File: config.mk
export PLATFORM = sky130hd
export DESIGN_NAME = npm_mod_unit
export DESIGN_NICKNAME = d
export VERILOG_FILES = /design/src/rtl/npm_pkg.sv /design/src/rtl/npm_mod_unit.sv
export SDC_FILE = /design/constraint.sdc
export NUM_CORES = 1
export LEC_CHECK = 0
export BUFFER_PORTS_ARGS = -buffer_cell sky130_fd_sc_hd__buf_2
export CORE_MARGIN = 3
export CORE_UTILIZATION = 51
export CTS_CLUSTER_SIZE = 20
export DETAILED_ROUTE_END_ITERATION = 8
export PLACE_DENSITY = 0.76
export RECOVER_POWER = 25
export REMOVE_ABC_BUFFERS = 1
export SLEW_MARGIN = 5
export SYNTH_ARGS = -nofsm -noshare
export SYNTH_HDL_FRONTEND = slang
export SYNTH_SLANG_ARGS = --single-unit
File: constraint.sdc
create_clock -name clock -period 2.4 [get_ports clock]
set_clock_uncertainty 0.2 [all_clocks]
set_input_delay 0.36 -clock clock [delete_from_list [all_inputs] [get_ports clock]]
set_output_delay 0.36 -clock clock [all_outputs]
set_load 0.01 [all_outputs]
File: src/rtl/npm_pkg.sv
`default_nettype none

package npm_pkg;

   localparam int PALETTE_ENTRIES_DEF = 256;

   localparam int COLOR_W   = 8;
   localparam int RGB_W     = 3 * COLOR_W;
   localparam int SQ_W      = 2 * COLOR_W;
   localparam int DIST_W    = 18;
   localparam int POS_W     = 16;
   localparam int COUNT_W   = 9;
   localparam int SLOT_W    = 8;

   localparam int REQ_TDATA_W = 32;
   localparam int REQ_TUSER_W = 2;
   localparam int RSP_TDATA_W = 32;
   localparam int RSP_TUSER_W = 1;
   localparam int CSR_INDEX_W = 2;
   localparam int CSR_DATA_W  = 16;

   localparam logic [COUNT_W-1:0] ENTRY_COUNT_RESET    = 9'd256;
   localparam logic [POS_W-1:0]   CLEAR_INTERVAL_RESET = 16'd100;

   localparam logic [CSR_INDEX_W-1:0] CSR_ENTRY_COUNT    = 2'd0;
   localparam logic [CSR_INDEX_W-1:0] CSR_CLEAR_INTERVAL = 2'd1;

   typedef enum logic [REQ_TUSER_W-1:0] {
      ACT_LOAD  = 2'd0,
      ACT_MATCH = 2'd1,
      ACT_FRAME = 2'd2
   } action_type;

   typedef enum logic [4:0] {
      ST_IDLE   = 5'b00001,
      ST_MOD    = 5'b00010,
      ST_SCAN   = 5'b00100,
      ST_DRAIN  = 5'b01000,
      ST_FINISH = 5'b10000
   } state_type;

   typedef struct packed {
      logic [COLOR_W-1:0] red;
      logic [COLOR_W-1:0] green;
      logic [COLOR_W-1:0] blue;
   } rgb_type;

endpackage

`default_nettype wire

File: src/rtl/npm_mod_unit.sv
`default_nettype none

module npm_mod_unit (
   input  logic                      clock,
   input  logic                      reset,
   input  logic                      start,
   input  logic [npm_pkg::POS_W-1:0] dividend,
   input  logic [npm_pkg::POS_W-1:0] divisor,
   output logic                      done,
   output logic [npm_pkg::POS_W-1:0] remainder
);

   import npm_pkg::*;

   localparam int STEP_W = $clog2(POS_W + 1);

   logic [POS_W:0]     trial;
   logic [POS_W:0]     dsr_ext;
   logic [POS_W-1:0]   rem_ff, rem_in;
   logic [POS_W-1:0]   dvd_ff, dvd_in;
   logic [POS_W-1:0]   dsr_ff, dsr_in;
   logic [STEP_W-1:0]  step_ff, step_in;
   logic               busy_ff, busy_in;
   logic               done_ff, done_in;

   // Restoring remainder: one dividend bit enters per cycle, most significant first.
   always_comb begin
      trial   = {rem_ff, dvd_ff[POS_W-1]};
      dsr_ext = {1'b0, dsr_ff};
      rem_in  = rem_ff;
      dvd_in  = dvd_ff;
      dsr_in  = dsr_ff;
      step_in = step_ff;
      busy_in = busy_ff;
      done_in = 1'b0;
      if (start) begin
         rem_in  = '0;
         dvd_in  = dividend;
         dsr_in  = divisor;
         step_in = '0;
         busy_in = 1'b1;
      end else if (busy_ff) begin
         if (trial >= dsr_ext) begin
            rem_in = POS_W'(trial - dsr_ext);
         end else begin
            rem_in = trial[POS_W-1:0];
         end
         dvd_in  = dvd_ff << 1;
         step_in = step_ff + 1'b1;
         if (step_ff == STEP_W'(POS_W - 1)) begin
            busy_in = 1'b0;
            done_in = 1'b1;
         end
      end
   end

   always_ff @(posedge clock) begin
      if (reset) begin
         busy_ff <= 1'b0;
         done_ff <= 1'b0;
         step_ff <= '0;
      end else begin
         busy_ff <= busy_in;
         done_ff <= done_in;
         step_ff <= step_in;
      end
      rem_ff <= rem_in;
      dvd_ff <= dvd_in;
      dsr_ff <= dsr_in;
   end

   assign done      = done_ff;
   assign remainder = rem_ff;

endmodule

`default_nettype wire

==> impl_metrics.tcl <==
set metrics [dict create \
    final_nets 478 \
    rows 28 \
    min_path_type "in2reg" \
    place_area_sq_um 3930 \
    clk_pin_slew_worst_paths_ns 0.11 \
    io-pin-count 52 \
    endpoint_kind "flop" \
    clock.fmax_mhz 368 \
    synthArstFlopShare_pct 0 \
    wl_um 9150 \
    synth_edf_count 32 \
    post-route-util_pct 76.1 \
    drt_pass1_iterations 5 \
    crit_arrival_ns 2.75 \
    max_cap_viol_count 0 \
    finalSetupViolations 26 \
    core_sq_um 5960 \
    via_count 2949 \
    worstPathRequired_ns 2.43 \
    antenna_found_initial 0 \
    rsz0062_at_grt "true" \
    die_y_um 84.9 \
    startpoint_type "flop" \
    fin_area_sq_um 4530 \
    dp.cells 479 \
    yosysTopAreaCellShare_pct 30.3 \
    hpwl_um 5320 \
    synth_warnings 0 \
    drt-wirelength-per-cell_um 18.3 \
    p_per_area_nw_per_um2 608 \
    grt_max_degree 32 \
    synth_ff_type "edfxtp_1" \
    clk_latency_ns 0.32 \
    ant_nets 0 \
    tightest_slew_ns 1.49 \
    synth.avg_cell_area_sq_um 10.5 \
    syn-cell-area_sq_um 3170 \
    overflow 0 \
    drive_gt1_share_pct 47.5 \
    track_usage_pct 23.1 \
    cts_htree_levels 2 \
    fp.dieW_um 84.9 \
    drt_first_iter_violations 237 \
    yosys.area.top_type "edfxtp_1" \
    area_delta_synth_final_pct 42.8 \
    vias_per_cell 5.90 \
    initial_core_util_pct 53.3 \
    timing.final.ws_setup_ns -0.318 \
    ys_ff_latch 55 \
    outcome "complete, but fails checks" \
    first_global_vias 2848 \
    post-route-period-util_pct 113 \
    peakVddDrop_mv 0.424 \
    design.die.area_sq_um 7200 \
    final.min_clock_period_ns 2.72 \
    gp_congestion 0.875 \
    root_buffer "clkbuf_8" \
    place_ws_ns -0.354 \
    yosysUniqueCellTypes 51 \
    cts_sinks 55 \
    grt_pass1_wl_um 13400 \
    io_buffers 51 \
    clockBufferDepth 2 \
    violations "setup timing" \
    maxSlewViolCount 0 \
    finalHoldViolCount 0 \
    final_cells 500 \
    cts_buffers 5 \
    path_class "reg2reg" \
    synth_cells 303 \
    setup_tns_ns -1.26 \
    synth_area_leaders "edfxtp_1, dfxtp_1, ha_1, mux2_2, nor2_1" \
    antennaDiodeCount 0 \
    p_leak_nw 1.94 \
    drc 0 \
    cts_tree "built" \
    yosysSeqAreaShare_pct 44.8 \
    maxSlewHeadroom_pct 0.885 \
    cp_max_fo 2 \
]
path summary, 6_finish.rpt:
check	start	to	slack, ns	cells after the start
max	dvd_ff[15]	remainder[14]	-0.32	11
min	reset	busy_ff	0.006	2
max reg2reg	dvd_ff[15]	remainder[14]	-0.32	11
min reg2reg	step_ff[4]	step_ff[4]	0.30	2
cells in the mapped netlist (8+ instances only):
library cell	n
edfxtp_1	32
mux2i_1	9
o21ai_0	8
ha_1	18
nand2b_1	13
nand2_1	19
dfxtp_1	23
mux2_2	15
nor2_1	27
inv_1	22
a21oi_1	14
metrics by stage:
| step | hold slack [ns] | total power [mW] |
|---|---|---|
| global placement | 0.265 | 1.85 |
| global route | 0.000653 | 2.87 |
| finish | 0.00626 | 2.75 |
| floorplan | 0.225 | 1.55 |
| detailed placement | 0.273 | 1.87 |
| CTS | 0.00160 | 2.61 |
layout make-up:
cell class / instances / area [sq um]
repair buffers: 129 / 872
flip-flops and latches: 55 / 1420
well taps: 75 / 93.8
multi-input cells: 211 / 1950
fillers: 361 / 1420
inverters: 22 / 82.6
clock inverters: 3 / 42.5
clock buffers: 5 / 68.8
critical path, stage by stage, from the launching register on:
cell       delay (ns)
edfxtp_1         0.39
inv_2            0.09
ha_4             0.15
inv_2            0.04
fa_2             0.34
a21o_1           0.22
a221oi_2         0.29
o221ai_2         0.16
buf_4            0.16
a2111oi_4        0.22
o31ai_2          0.13
a311oi_2         0.23
kinds of logic (layout without fill, tap and decap cells):
kind of cell / count (synthesis) / in the layout / synth area share (%)
DFF: 55 / 55 / 44.8
and+or+nand+nor: 86 / 86 / 13.2
adders and majority gates: 19 / 19 / 7.73
buffers and inverters: 38 / 159 / 5.48
muxes: 25 / 25 / 8.64
AOI/OAI and AO/OA: 68 / 69 / 16.9
xor gates and xnor gates: 12 / 12 / 3.31
placed cells by master, fill, tap and decap left out, types with 7 or more instances in the layout:
| cell type | instances |
|---|---|
| a21oi_1 | 11 |
| edfxtp_1 | 32 |
| dfxtp_1 | 23 |
| buf_4 | 70 |
| ha_1 | 7 |
| mux2i_1 | 9 |
| ha_4 | 11 |
| nand2b_1 | 11 |
| mux2_2 | 15 |
| o211ai_1 | 7 |
| nand2_1 | 19 |
| buf_2 | 50 |
| nor2_1 | 26 |
| inv_1 | 17 |
power by group:
part	switching, mW	internal [mW]	leakage, nW
Combinational	0.497	0.502	1.37
Sequential	0.0390	1.08	0.506
Clock	0.323	0.312	0.0562
Total	0.858	1.90	1.94
layer usage:
metal / share of wire [%] / vias to the layer above / GRT usage [%] / wire (um)
met1: 40 / 1428 / 28.6 / 3700
met4: 2.7 / 0 / 7.91 / 247
met3: 6.1 / 33 / 5.15 / 559
met2: 51 / 140 / 39.6 / 4650
li1: - / 1348 / - / -
met5: 0 / - / 0 / 0
what timing repair did:
item	CTS	global route
buffers inserted	5	7
cloned	1	0
setup endpoints to repair	16	16
hold endpoints to repair	0	1
hold buffers	0	1
pin swaps	15	21
resized for setup	35	32
sequential cells by signal (all words and copies together), names as in the netlist:
name and cells:
step_ff 5, dsr_ff 16, busy_ff 1, done 1
dvd_ff 16, remainder 16
No activity file was read; power rests on OpenSTA's default activity.
