File: config.mk
export PLATFORM = sky130hd
export DESIGN_NAME = npm_dist_unit
export DESIGN_NICKNAME = d
export VERILOG_FILES = /design/src/rtl/npm_pkg.sv /design/src/rtl/npm_dist_unit.sv
export SDC_FILE = /design/constraint.sdc
export NUM_CORES = 1
export LEC_CHECK = 0
export ABC_AREA = 1
export BUFFER_PORTS_ARGS = -buffer_cell sky130_fd_sc_hd__buf_2
export CAP_MARGIN = 10
export CELL_PAD_IN_SITES_DETAIL_PLACEMENT = 0
export CELL_PAD_IN_SITES_GLOBAL_PLACEMENT = 1
export CORE_MARGIN = 2
export CORE_UTILIZATION = 45
export CTS_CLUSTER_DIAMETER = 60
export DETAILED_ROUTE_END_ITERATION = 16
export GPL_ROUTABILITY_DRIVEN = 0
export GPL_TIMING_DRIVEN = 0
export PLACE_DENSITY = 0.92
export SYNTH_ARGS = -nofsm -noshare
export SYNTH_HDL_FRONTEND = slang
export SYNTH_SLANG_ARGS = --single-unit
File: constraint.sdc
create_clock -name clock -period 9.8 [get_ports clock]
set_input_delay 1.96 -clock clock [delete_from_list [all_inputs] [get_ports clock]]
set_output_delay 1.96 -clock clock [all_outputs]
set_load 0.05 [all_outputs]
File: src/rtl/npm_pkg.sv
`default_nettype none

package npm_pkg;

   localparam int PALETTE_ENTRIES_DEF = 256;

   localparam int COLOR_W   = 8;
   localparam int RGB_W     = 3 * COLOR_W;
   localparam int SQ_W      = 2 * COLOR_W;
   localparam int DIST_W    = 18;
   localparam int POS_W     = 16;
   localparam int COUNT_W   = 9;
   localparam int SLOT_W    = 8;

   localparam int REQ_TDATA_W = 32;
   localparam int REQ_TUSER_W = 2;
   localparam int RSP_TDATA_W = 32;
   localparam int RSP_TUSER_W = 1;
   localparam int CSR_INDEX_W = 2;
   localparam int CSR_DATA_W  = 16;

   localparam logic [COUNT_W-1:0] ENTRY_COUNT_RESET    = 9'd256;
   localparam logic [POS_W-1:0]   CLEAR_INTERVAL_RESET = 16'd100;

   localparam logic [CSR_INDEX_W-1:0] CSR_ENTRY_COUNT    = 2'd0;
   localparam logic [CSR_INDEX_W-1:0] CSR_CLEAR_INTERVAL = 2'd1;

   typedef enum logic [REQ_TUSER_W-1:0] {
      ACT_LOAD  = 2'd0,
      ACT_MATCH = 2'd1,
      ACT_FRAME = 2'd2
   } action_type;

   typedef enum logic [4:0] {
      ST_IDLE   = 5'b00001,
      ST_MOD    = 5'b00010,
      ST_SCAN   = 5'b00100,
      ST_DRAIN  = 5'b01000,
      ST_FINISH = 5'b10000
   } state_type;

   typedef struct packed {
      logic [COLOR_W-1:0] red;
      logic [COLOR_W-1:0] green;
      logic [COLOR_W-1:0] blue;
   } rgb_type;

endpackage

`default_nettype wire

File: src/rtl/npm_dist_unit.sv
`default_nettype none

module npm_dist_unit (
   input  logic                       clock,
   input  npm_pkg::rgb_type           pixel,
   input  npm_pkg::rgb_type           entry,
   output logic [npm_pkg::DIST_W-1:0] distance
);

   import npm_pkg::*;

   logic [COLOR_W-1:0] diff_r, diff_g, diff_b;
   logic [SQ_W-1:0]    sq_r_ff, sq_g_ff, sq_b_ff;

   always_comb begin
      diff_r = (pixel.red > entry.red) ? pixel.red - entry.red : entry.red - pixel.red;
      diff_g = (pixel.green > entry.green) ? pixel.green - entry.green
                                           : entry.green - pixel.green;
      diff_b = (pixel.blue > entry.blue) ? pixel.blue - entry.blue
                                         : entry.blue - pixel.blue;
   end

   always_ff @(posedge clock) begin
      sq_r_ff <= SQ_W'(diff_r) * SQ_W'(diff_r);
      sq_g_ff <= SQ_W'(diff_g) * SQ_W'(diff_g);
      sq_b_ff <= SQ_W'(diff_b) * SQ_W'(diff_b);
   end

   assign distance = DIST_W'(sq_r_ff) + DIST_W'(sq_g_ff) + DIST_W'(sq_b_ff);

endmodule

`default_nettype wire

==> results of run 1 <==
-- layout by cell type, fill, tap and decap left out, types with 11 or more instances in the layout --
cell	instances
buf_2	71
inv_2	12
o21ai_0	22
dfxtp_1	45
nor2_1	115
fa_1	97
ha_1	149
a21oi_1	59
nand2_4	11
nand2_1	307
xor2_1	40
inv_1	297
nand2_2	27
nand3_1	63
xnor2_1	22
-- registers in the layout (all words and copies together) (netlist names) --
register	cells
sq_b_ff	15
sq_g_ff	15
sq_r_ff	15
-- cell families (layout without fill, tap and decap cells) --
group,count (synthesis),in the layout,share of synthesized area (%)
simple gates,558,558,25.7
buf+inv,322,396,12.8
fa+ha+maj,246,246,39.2
compound gates,122,122,7.42
xor+xnor,62,62,5.59
flops,45,45,9.27
other cells,1,3,0.0386
-- routing by layer --
layer | vias to the layer above | GRT usage, %
met5 | - | 0
met4 | 0 | 2.76
met3 | 20 | 1.93
met2 | 102 | 32.4
met1 | 3658 | 24.7
li1 | 4270 | -
-- worst max path at each step --
stage	start	end
floorplan	pixel[0]	sq_b_ff[15]$_DFF_P_
global placement	pixel[8]	sq_g_ff[13]$_DFF_P_
detailed placement	pixel[8]	sq_g_ff[13]$_DFF_P_
CTS	pixel[8]	sq_g_ff[13]$_DFF_P_
global route	pixel[8]	sq_g_ff[13]$_DFF_P_
finish	pixel[8]	sq_g_ff[13]$_DFF_P_
-- final cells by class --
class / instances / share of cell area, %
inverter: 312 / 11.2
timing repair buffer: 66 / 3.13
clock inverter: 1 / 0.0474
sequential: 45 / 8.53
multi-input combinational: 991 / 71.8
clock buffer: 7 / 1.45
tap: 275 / 3.26
buffer: 10 / 0.592
-- per-stage QoR --
step	cell area, sq um	hold slack, ns	std cells	worst slack [ns]	utilization (%)
after detailed placement	10400	2.52	1699	2.36	49.3
after floorplan	9730	2.30	1358	3.00	-
final	10600	2.22	1707	2.67	50.1
after global placement	10400	2.52	1699	2.43	49.3
after CTS	10600	2.22	1707	2.64	50.1
after global routing	10600	2.26	1707	2.22	50.1
==> impl_results.md, run 1 <==
* Outcome: completed
* Uppermost routed layer: met4
* CTS HTree Levels at 2
* Top cells by count, synth: nand2_1 (307), inv_1 (297), ha_1 (149), nor2_1 (115), fa_1 (97)
* Clock Sinks at 45
* Die boundary height at 151 um
* Number of synthesis warnings at 0
* Routed metal-1 wire length at 9620 um
* Number of unique standard cell types used by synthesis at 39
* Largest net degree at the start of global routing at 14
* Ports placed on the boundary at 67
* Count of buffers from port buffering at 66
* Fin. Hold Viols at 0
* Final Slew Violations at 0
* Fraction of final layout cells sized beyond drive strength 1 at 11.5%
* Startpoint type of the worst setup path: input port
* Most used cell, CP: nand2_1
* Antenna cell count at 0
* Stages on worst setup path at 28
* TNS Setup at 0 ns
* Amount of wire on met2 after detailed routing at 9140 um
* Total iterations of the first detailed-routing run at 5
* Root cell of the clock tree: clkbuf_16
* Hold-fix buffers at CTS at 0
* Number of enable-type register cells in the synthesized netlist at 0
* Worst Hold Path Cells at 4
* Slowest cell on the critical path: fa_1
* Setup bufs post-CTS at 0
* Die width at 151 um
* Kind of critical path: in -> reg
* Row count at 53
* Fmax at 0.140 GHz
* Clock buffer depth at 2
* Data required time at the worst endpoint at 9.98 ns
* Cell types occupying the most area after synthesis: fa_1 (20%), ha_1 (19%), nand2_1 (12%)
* Post-Synthesis Cells at 1,356
* Max capacitance violation total at 0
* Total of endpoints with negative setup slack in the final report at 0
* Netlist Area Pre-Place at 9720 sq um
* Dominant register cell in the synthesized netlist: dfxtp_1
* Count of instances resized after the clock tree is built at 0
* DRC violation total after the first TritonRoute iteration at 315
* Initial antenna violation count at 0
* Sequential cell area at 901 sq um
* Origin of the worst min-delay path: entry[16]
* Total die area at 22,800 sq um
* Clock-pin slew reported for the worst setup and hold paths after clock tree synthesis at 0.06 ns
* First-pass GRT wire length at 34,600 um
* CP max FO at 9
* Post-synth ARST share at 0%
* Post-synth top area share at 20.0%
* Sequential fraction of the synthesis area at 9.27%
* Per-cell routed wire length at 11.4 um
* Routed WL at 19,500 um
* Critical path arrival at 7.31 ns
* Vias post-DR at 8,050
* Most area-hungry cell type in the Yosys netlist: fa_1
* Worst hold endpoint: sq_r_ff[0]$_DFF_P_
* Post-route minimum period at 7.13 ns
* Top-count cell post-synth: nand2_1
* CP Capture Type: flip-flop
* Effective utilization at floorplan at 46.1%
* Placed wire-length estimate at 17,200 um
* Vias in the first global route at 7,965
* GRT Resource Usage Total at 18.3%
* Global-route congestion overflow total at 0
* Worst hold-check path type: in -> reg
* Routed met3 length at 528 um
* Layout Nets at 1,726
* Total DRC errors in the routed layout at 0
* Crit path max-delay family: adder cells
* Area growth from synthesis to final layout at 8.64%
* Unrepaired setup endpoints after global routing: no
* TritonCTS Buffers at 5
* Mean instance size in the synthesized netlist at 7.17 sq um
* Multi-input gate area in the final layout at 7580 sq um
* Mean number of vias per cell at 4.72
* Share of the cycle needed by the critical path after routing at 72.7%
* Residual antenna-violating net count after detailed routing at 0
* Fill count at 2,146
* Slowest Stage Delay on Critical Path at 0.54 ns
* Yosys reg bits at 45
* Total core area at 21,100 sq um
* TritonCTS clock tree: done
* Number of buffer and inverter stages on the critical path at 6
Power of run 1 is not shown: default switching activity piles up to over one toggle a cycle in this logic, so the estimate is an artifact.
==> inputs of run 2 (changes only) <==
--- a/config.mk
+++ b/config.mk
@@ -11,12 +11,12 @@
 export CELL_PAD_IN_SITES_DETAIL_PLACEMENT = 0
 export CELL_PAD_IN_SITES_GLOBAL_PLACEMENT = 1
 export CORE_MARGIN = 2
-export CORE_UTILIZATION = 45
+export CORE_UTILIZATION = 42
 export CTS_CLUSTER_DIAMETER = 60
 export DETAILED_ROUTE_END_ITERATION = 16
 export GPL_ROUTABILITY_DRIVEN = 0
 export GPL_TIMING_DRIVEN = 0
-export PLACE_DENSITY = 0.92
+export PLACE_DENSITY = 0.9
 export SYNTH_ARGS = -nofsm -noshare
 export SYNTH_HDL_FRONTEND = slang
 export SYNTH_SLANG_ARGS = --single-unit
==> constraint.sdc (replaced) <==
create_clock -name clock -period 6.3 [get_ports clock]
set_input_delay 1.26 -clock clock [delete_from_list [all_inputs] [get_ports clock]]
set_output_delay 1.26 -clock clock [all_outputs]
set_load 0.05 [all_outputs]
==> impl_results.md, run 2 (same netlist as run 1, synthesis figures left out) <==
* Outcome: completed
* Row count at 55
* Data required time at the worst endpoint at 6.47 ns
* Total die area at 24,400 sq um
* Critical path arrival at 6.21 ns
* Sequential cell area at 901 sq um
* Routed WL at 20,200 um
* GRT Resource Usage Total at 17.2%
* Busiest grt layer: met2
* Post-route minimum period at 6.04 ns
* Global routing met2 resource utilization at 31.2%
* Fmax at 0.166 GHz
* CTS HTree Levels at 2
* Final Slew Violations at 0
* Worst hold-check path type: in -> reg
* Clock Sinks at 45
* Largest net degree at the start of global routing at 17
* Kind of critical path: in -> reg
* Met1 track utilization from global routing at 22.7%
* Share of the core filled with cells in the final layout at 47.8%
* Count of buffers from port buffering at 66
* Slowest cell on the critical path: fa_1
* TNS Setup at 0 ns
* Residual antenna-violating net count after detailed routing at 0
* Most used cell, CP: inv_1
* Antenna cell count at 0
* Placed wire-length estimate at 17,400 um
* Total DRC errors in the routed layout at 0
* Total of endpoints with negative setup slack in the final report at 0
* Fill count at 2,283
* Worst Hold Path Cells at 4
* Die boundary height at 156 um
* DRC violation total after the first TritonRoute iteration at 313
* CP Capture Type: flip-flop
* Highest-count cells in the layout ignoring fill and taps: nand2_1 (305), inv_1 (295), ha_1 (144), nor2_1 (104), fa_1 (94)
* Fraction of final layout cells sized beyond drive strength 1 at 14.3%
* Origin of the worst min-delay path: entry[16]
* Ports placed on the boundary at 67
* First-pass GRT wire length at 35,300 um
* Vias post-DR at 8,177
* TritonCTS clock tree: done
* Most frequent standard cell in the layout excluding fill and tap cells: nand2_1
* Layout Nets at 1,733
* Clock buffer depth at 2
* Multi-input gate area in the final layout at 7800 sq um
* Area growth from synthesis to final layout at 11.7%
* Root cell of the clock tree: clkbuf_16
* Per-cell routed wire length at 11.7 um
* Global-route track usage on met3 at 1.67%
* Hold-fix buffers at CTS at 0
* Slowest Stage Delay on Critical Path at 0.54 ns
* Max capacitance violation total at 0
* Startpoint type of the worst setup path: input port
* TritonCTS Buffers at 5
* Total iterations of the first detailed-routing run at 4
* Effective utilization at floorplan at 42.8%
* Mean number of vias per cell at 4.74
* Worst hold endpoint: sq_r_ff[0]$_DFF_P_
* Initial antenna violation count at 0
* Share of the cycle needed by the critical path after routing at 95.9%
* Biggest regs: sq_b_ff: 15 flops, sq_g_ff: 15 flops, sq_r_ff: 15 flops
* Die width at 156 um
* CP max FO at 10
* Fin. Hold Viols at 0
* Global-route congestion overflow total at 0
* Unrepaired setup endpoints after global routing: yes
* Vias in the first global route at 8,067
* Total core area at 22,700 sq um
* Clock-pin slew reported for the worst setup and hold paths after clock tree synthesis at 0.07 ns
[run 2: changes by cell type in the layout (fill, tap and decap cells not counted), sizes merged]
cell and change:
buf +6, clkbuf -2, inv +2, bufinv +1
clkinv -1, nand2 +1
[run 2: cell type report]
class | count | share of cell area, %
plain buffers | 10 | 0.611
clock buffers | 5 | 1.15
clock inverters | 3 | 0.438
inverters | 312 | 10.9
multi-input cells | 992 | 71.8
flip-flops and latches | 45 | 8.30
well taps | 285 | 3.29
repair buffers | 72 | 3.46
[run 2: routing by layer]
metal / up-vias / part of all wire, %
li1: 4293 / -
met1: 3747 / 48
met2: 121 / 49
met3: 16 / 2.9
met4: 0 / 1.0
met5: - / 0
[run 2: worst max path at each step]
stage              start             endpoint  depth (start not counted)
2_1_floorplan   pixel[0]  sq_b_ff[15]$_DFF_P_                         30
3_3_place_gp    pixel[0]  sq_b_ff[15]$_DFF_P_                         31
3_5_place_dp    pixel[0]  sq_b_ff[15]$_DFF_P_                         31
4_1_cts        pixel[16]  sq_r_ff[13]$_DFF_P_                         30
5_1_grt         pixel[0]  sq_b_ff[15]$_DFF_P_                         31
6_report        pixel[0]  sq_b_ff[15]$_DFF_P_                         31
[run 2: metrics by stage]
stage               std cells  area (sq um)  setup WS [ns]  hold slack (ns)
CTS                      1717         10600         0.0235             1.54
finish                   1724         10900          0.259             1.53
global placement         1709         10400         -0.372             1.83
global route             1724         10900        -0.0301             1.57
detailed placement       1709         10400         -0.397             1.84
floorplan                1358          9730          0.201             1.60
[run 2: critical path: cells and delay by family]
| family | cells | cell delay (ns) |
|---|---|---|
| and+or+nand+nor | 12 | 1.09 |
| adders and majority gates | 7 | 2.76 |
| AOI/OAI and AO/OA | 3 | 0.44 |
| buffers and inverters | 9 | 0.66 |
[run 2: timing repair]
| action | 4_1_cts | 5_1_grt |
|---|---|---|
| cloned | 0 | 1 |
| setup endpoints to repair | 6 | 21 |
| buffers inserted | 0 | 6 |
| pin swaps | 0 | 17 |
| gates resized for setup | 9 | 50 |
Power of run 2 is left out for the same reason.
==> inputs of run 3 (changes only) <==
--- a/config.mk
+++ b/config.mk
@@ -14,9 +14,9 @@
 export CORE_UTILIZATION = 42
 export CTS_CLUSTER_DIAMETER = 60
 export DETAILED_ROUTE_END_ITERATION = 16
-export GPL_ROUTABILITY_DRIVEN = 0
 export GPL_TIMING_DRIVEN = 0
 export PLACE_DENSITY = 0.9
+export RECOVER_POWER = 50
 export SYNTH_ARGS = -nofsm -noshare
 export SYNTH_HDL_FRONTEND = slang
 export SYNTH_SLANG_ARGS = --single-unit
==> constraint.sdc (replaced) <==
create_clock -name clock -period 5.1 [get_ports clock]
set_input_delay 1.02 -clock clock [delete_from_list [all_inputs] [get_ports clock]]
set_output_delay 1.02 -clock clock [all_outputs]
set_load 0.05 [all_outputs]
==> impl_results.md, run 3 (same netlist as run 1, synthesis figures left out) <==
* Max capacitance violation total at 0
* Total core area at 22,700 sq um
* Global-route congestion overflow total at 0
* TritonCTS Buffers at 5
* GRT Resource Usage Total at 19.4%
* Outcome: finished with violations
* Unrepaired setup endpoints after global routing: yes
* Total die area at 24,400 sq um
* Hold-fix buffers at CTS at 0
* Per-cell routed wire length at 12.8 um
* Ports placed on the boundary at 67
* Worst hold endpoint: sq_b_ff[0]$_DFF_P_
* Final Slew Violations at 0
* CTS HTree Levels at 2
* TritonCTS clock tree: done
* Kind of critical path: in -> reg
* Post-route minimum period at 5.52 ns
* Final cell count without fillers at 1,836
* Fraction of final layout cells sized beyond drive strength 1 at 33.7%
* Tightest hold margin at 1.26 ns
* TNS Setup at -6.33 ns
* Clock Sinks at 45
* Crit path max-delay family: adder cells
* Residual antenna-violating net count after detailed routing at 0
* Smallest setup slack after layout at -0.424 ns
* CP max FO at 5
* Number of buffer and inverter stages on the critical path at 8
* Fill count at 1,941
* Root cell of the clock tree: clkbuf_16
* Count of buffers from port buffering at 66
* Origin of the worst min-delay path: entry[0]
* Most frequent standard cell in the layout excluding fill and tap cells: inv_1
* Slowest cell on the critical path: fa_2
* Routed WL at 23,600 um
* Antenna cell count at 0
* Clock buffer depth at 2
* Least-Margin Pin Slew at 0.594 ns
* Fin. Hold Viols at 0
* Worst slew margin relative to its limit at 60.6%
* Slowest Stage Delay on Critical Path at 0.56 ns
* Total DRC errors in the routed layout at 0
* Area growth from synthesis to final layout at 37.0%
* Vias post-DR at 8,845
* Die boundary height at 156 um
* Worst hold-check path type: in -> reg
* Placed wire-length estimate at 17,800 um
* Data required time at the worst endpoint at 5.27 ns
* Initial antenna violation count at 0
* Mean number of vias per cell at 4.82
* First-pass GRT wire length at 39,800 um
* Violations in the final reports: negative setup slack
* Total iterations of the first detailed-routing run at 5
* Total of endpoints with negative setup slack in the final report at 24
* Share of the cycle needed by the critical path after routing at 108%
* Die width at 156 um
* Fmax at 0.181 GHz
* Biggest regs: sq_b_ff: 15 flops, sq_g_ff: 15 flops, sq_r_ff: 15 flops
* Vias in the first global route at 9,013
* Highest-count cells in the layout ignoring fill and taps: inv_1 (263), nand2_1 (247), ha_1 (112), buf_4 (95), nor2_1 (85)
* Layout Nets at 1,845
* DP Cell Count at 1,709
* Largest net degree at the start of global routing at 17
* Startpoint type of the worst setup path: input port
* Routability-driven placement congestion ratio at 0.823
* Clock-pin slew reported for the worst setup and hold paths after clock tree synthesis at 0.07 ns
* Worst Hold Path Cells at 3
* DRC violation total after the first TritonRoute iteration at 312
* Critical path arrival at 5.69 ns
* Multi-input gate area in the final layout at 9130 sq um
* Row count at 55
* CP Capture Type: flip-flop
* Sequential cell area at 901 sq um
* Effective utilization at floorplan at 42.8%
==> run 3: worst max-delay path by stage <==
stage | start | to | cells past startpoint
after detailed placement | pixel[16] | sq_r_ff[15]$_DFF_P_ | 29
after CTS | pixel[0] | sq_b_ff[15]$_DFF_P_ | 31
final | pixel[0] | sq_b_ff[14]$_DFF_P_ | 28
after global routing | pixel[0] | sq_b_ff[11]$_DFF_P_ | 30
after floorplan | pixel[0] | sq_b_ff[15]$_DFF_P_ | 30
after global placement | pixel[16] | sq_r_ff[15]$_DFF_P_ | 29
==> run 3: metrics by stage <==
stage	util (%)	setup WS [ns]	instance area, sq um
final	58.6	-0.424	13300
after global routing	58.6	-0.643	13300
after CTS	55.2	-0.372	12500
after detailed placement	48.3	-1.08	11000
after global placement	48.3	-0.966	11000
after floorplan	-	-0.386	10300
==> run 3: layout make-up <==
class | count | share of cell area, %
multi-input cells | 993 | 68.5
repair buffers | 184 | 10.6
inverters | 312 | 9.55
flip-flops and latches | 45 | 6.77
well taps | 285 | 2.68
clock buffers | 5 | 0.940
plain buffers | 9 | 0.601
clock inverters | 3 | 0.376
==> run 3: routing by layer <==
| metal | vias up | part of all wire, % | global-route usage, % |
|---|---|---|---|
| met4 | 0 | 1.8 | 3.32 |
| met1 | 4160 | 44 | 24.0 |
| met3 | 34 | 2.5 | 1.92 |
| met2 | 135 | 52 | 36.7 |
| met5 | - | 0 | 0 |
| li1 | 4516 | - | - |
==> run 3: timing repair <==
action,4_1_cts,5_1_grt
resized for setup,161,117
buffers inserted,82,40
pin swaps,100,92
setup endpoints to repair,30,29
cloned,2,0
Power of run 3 is left out for the same reason.
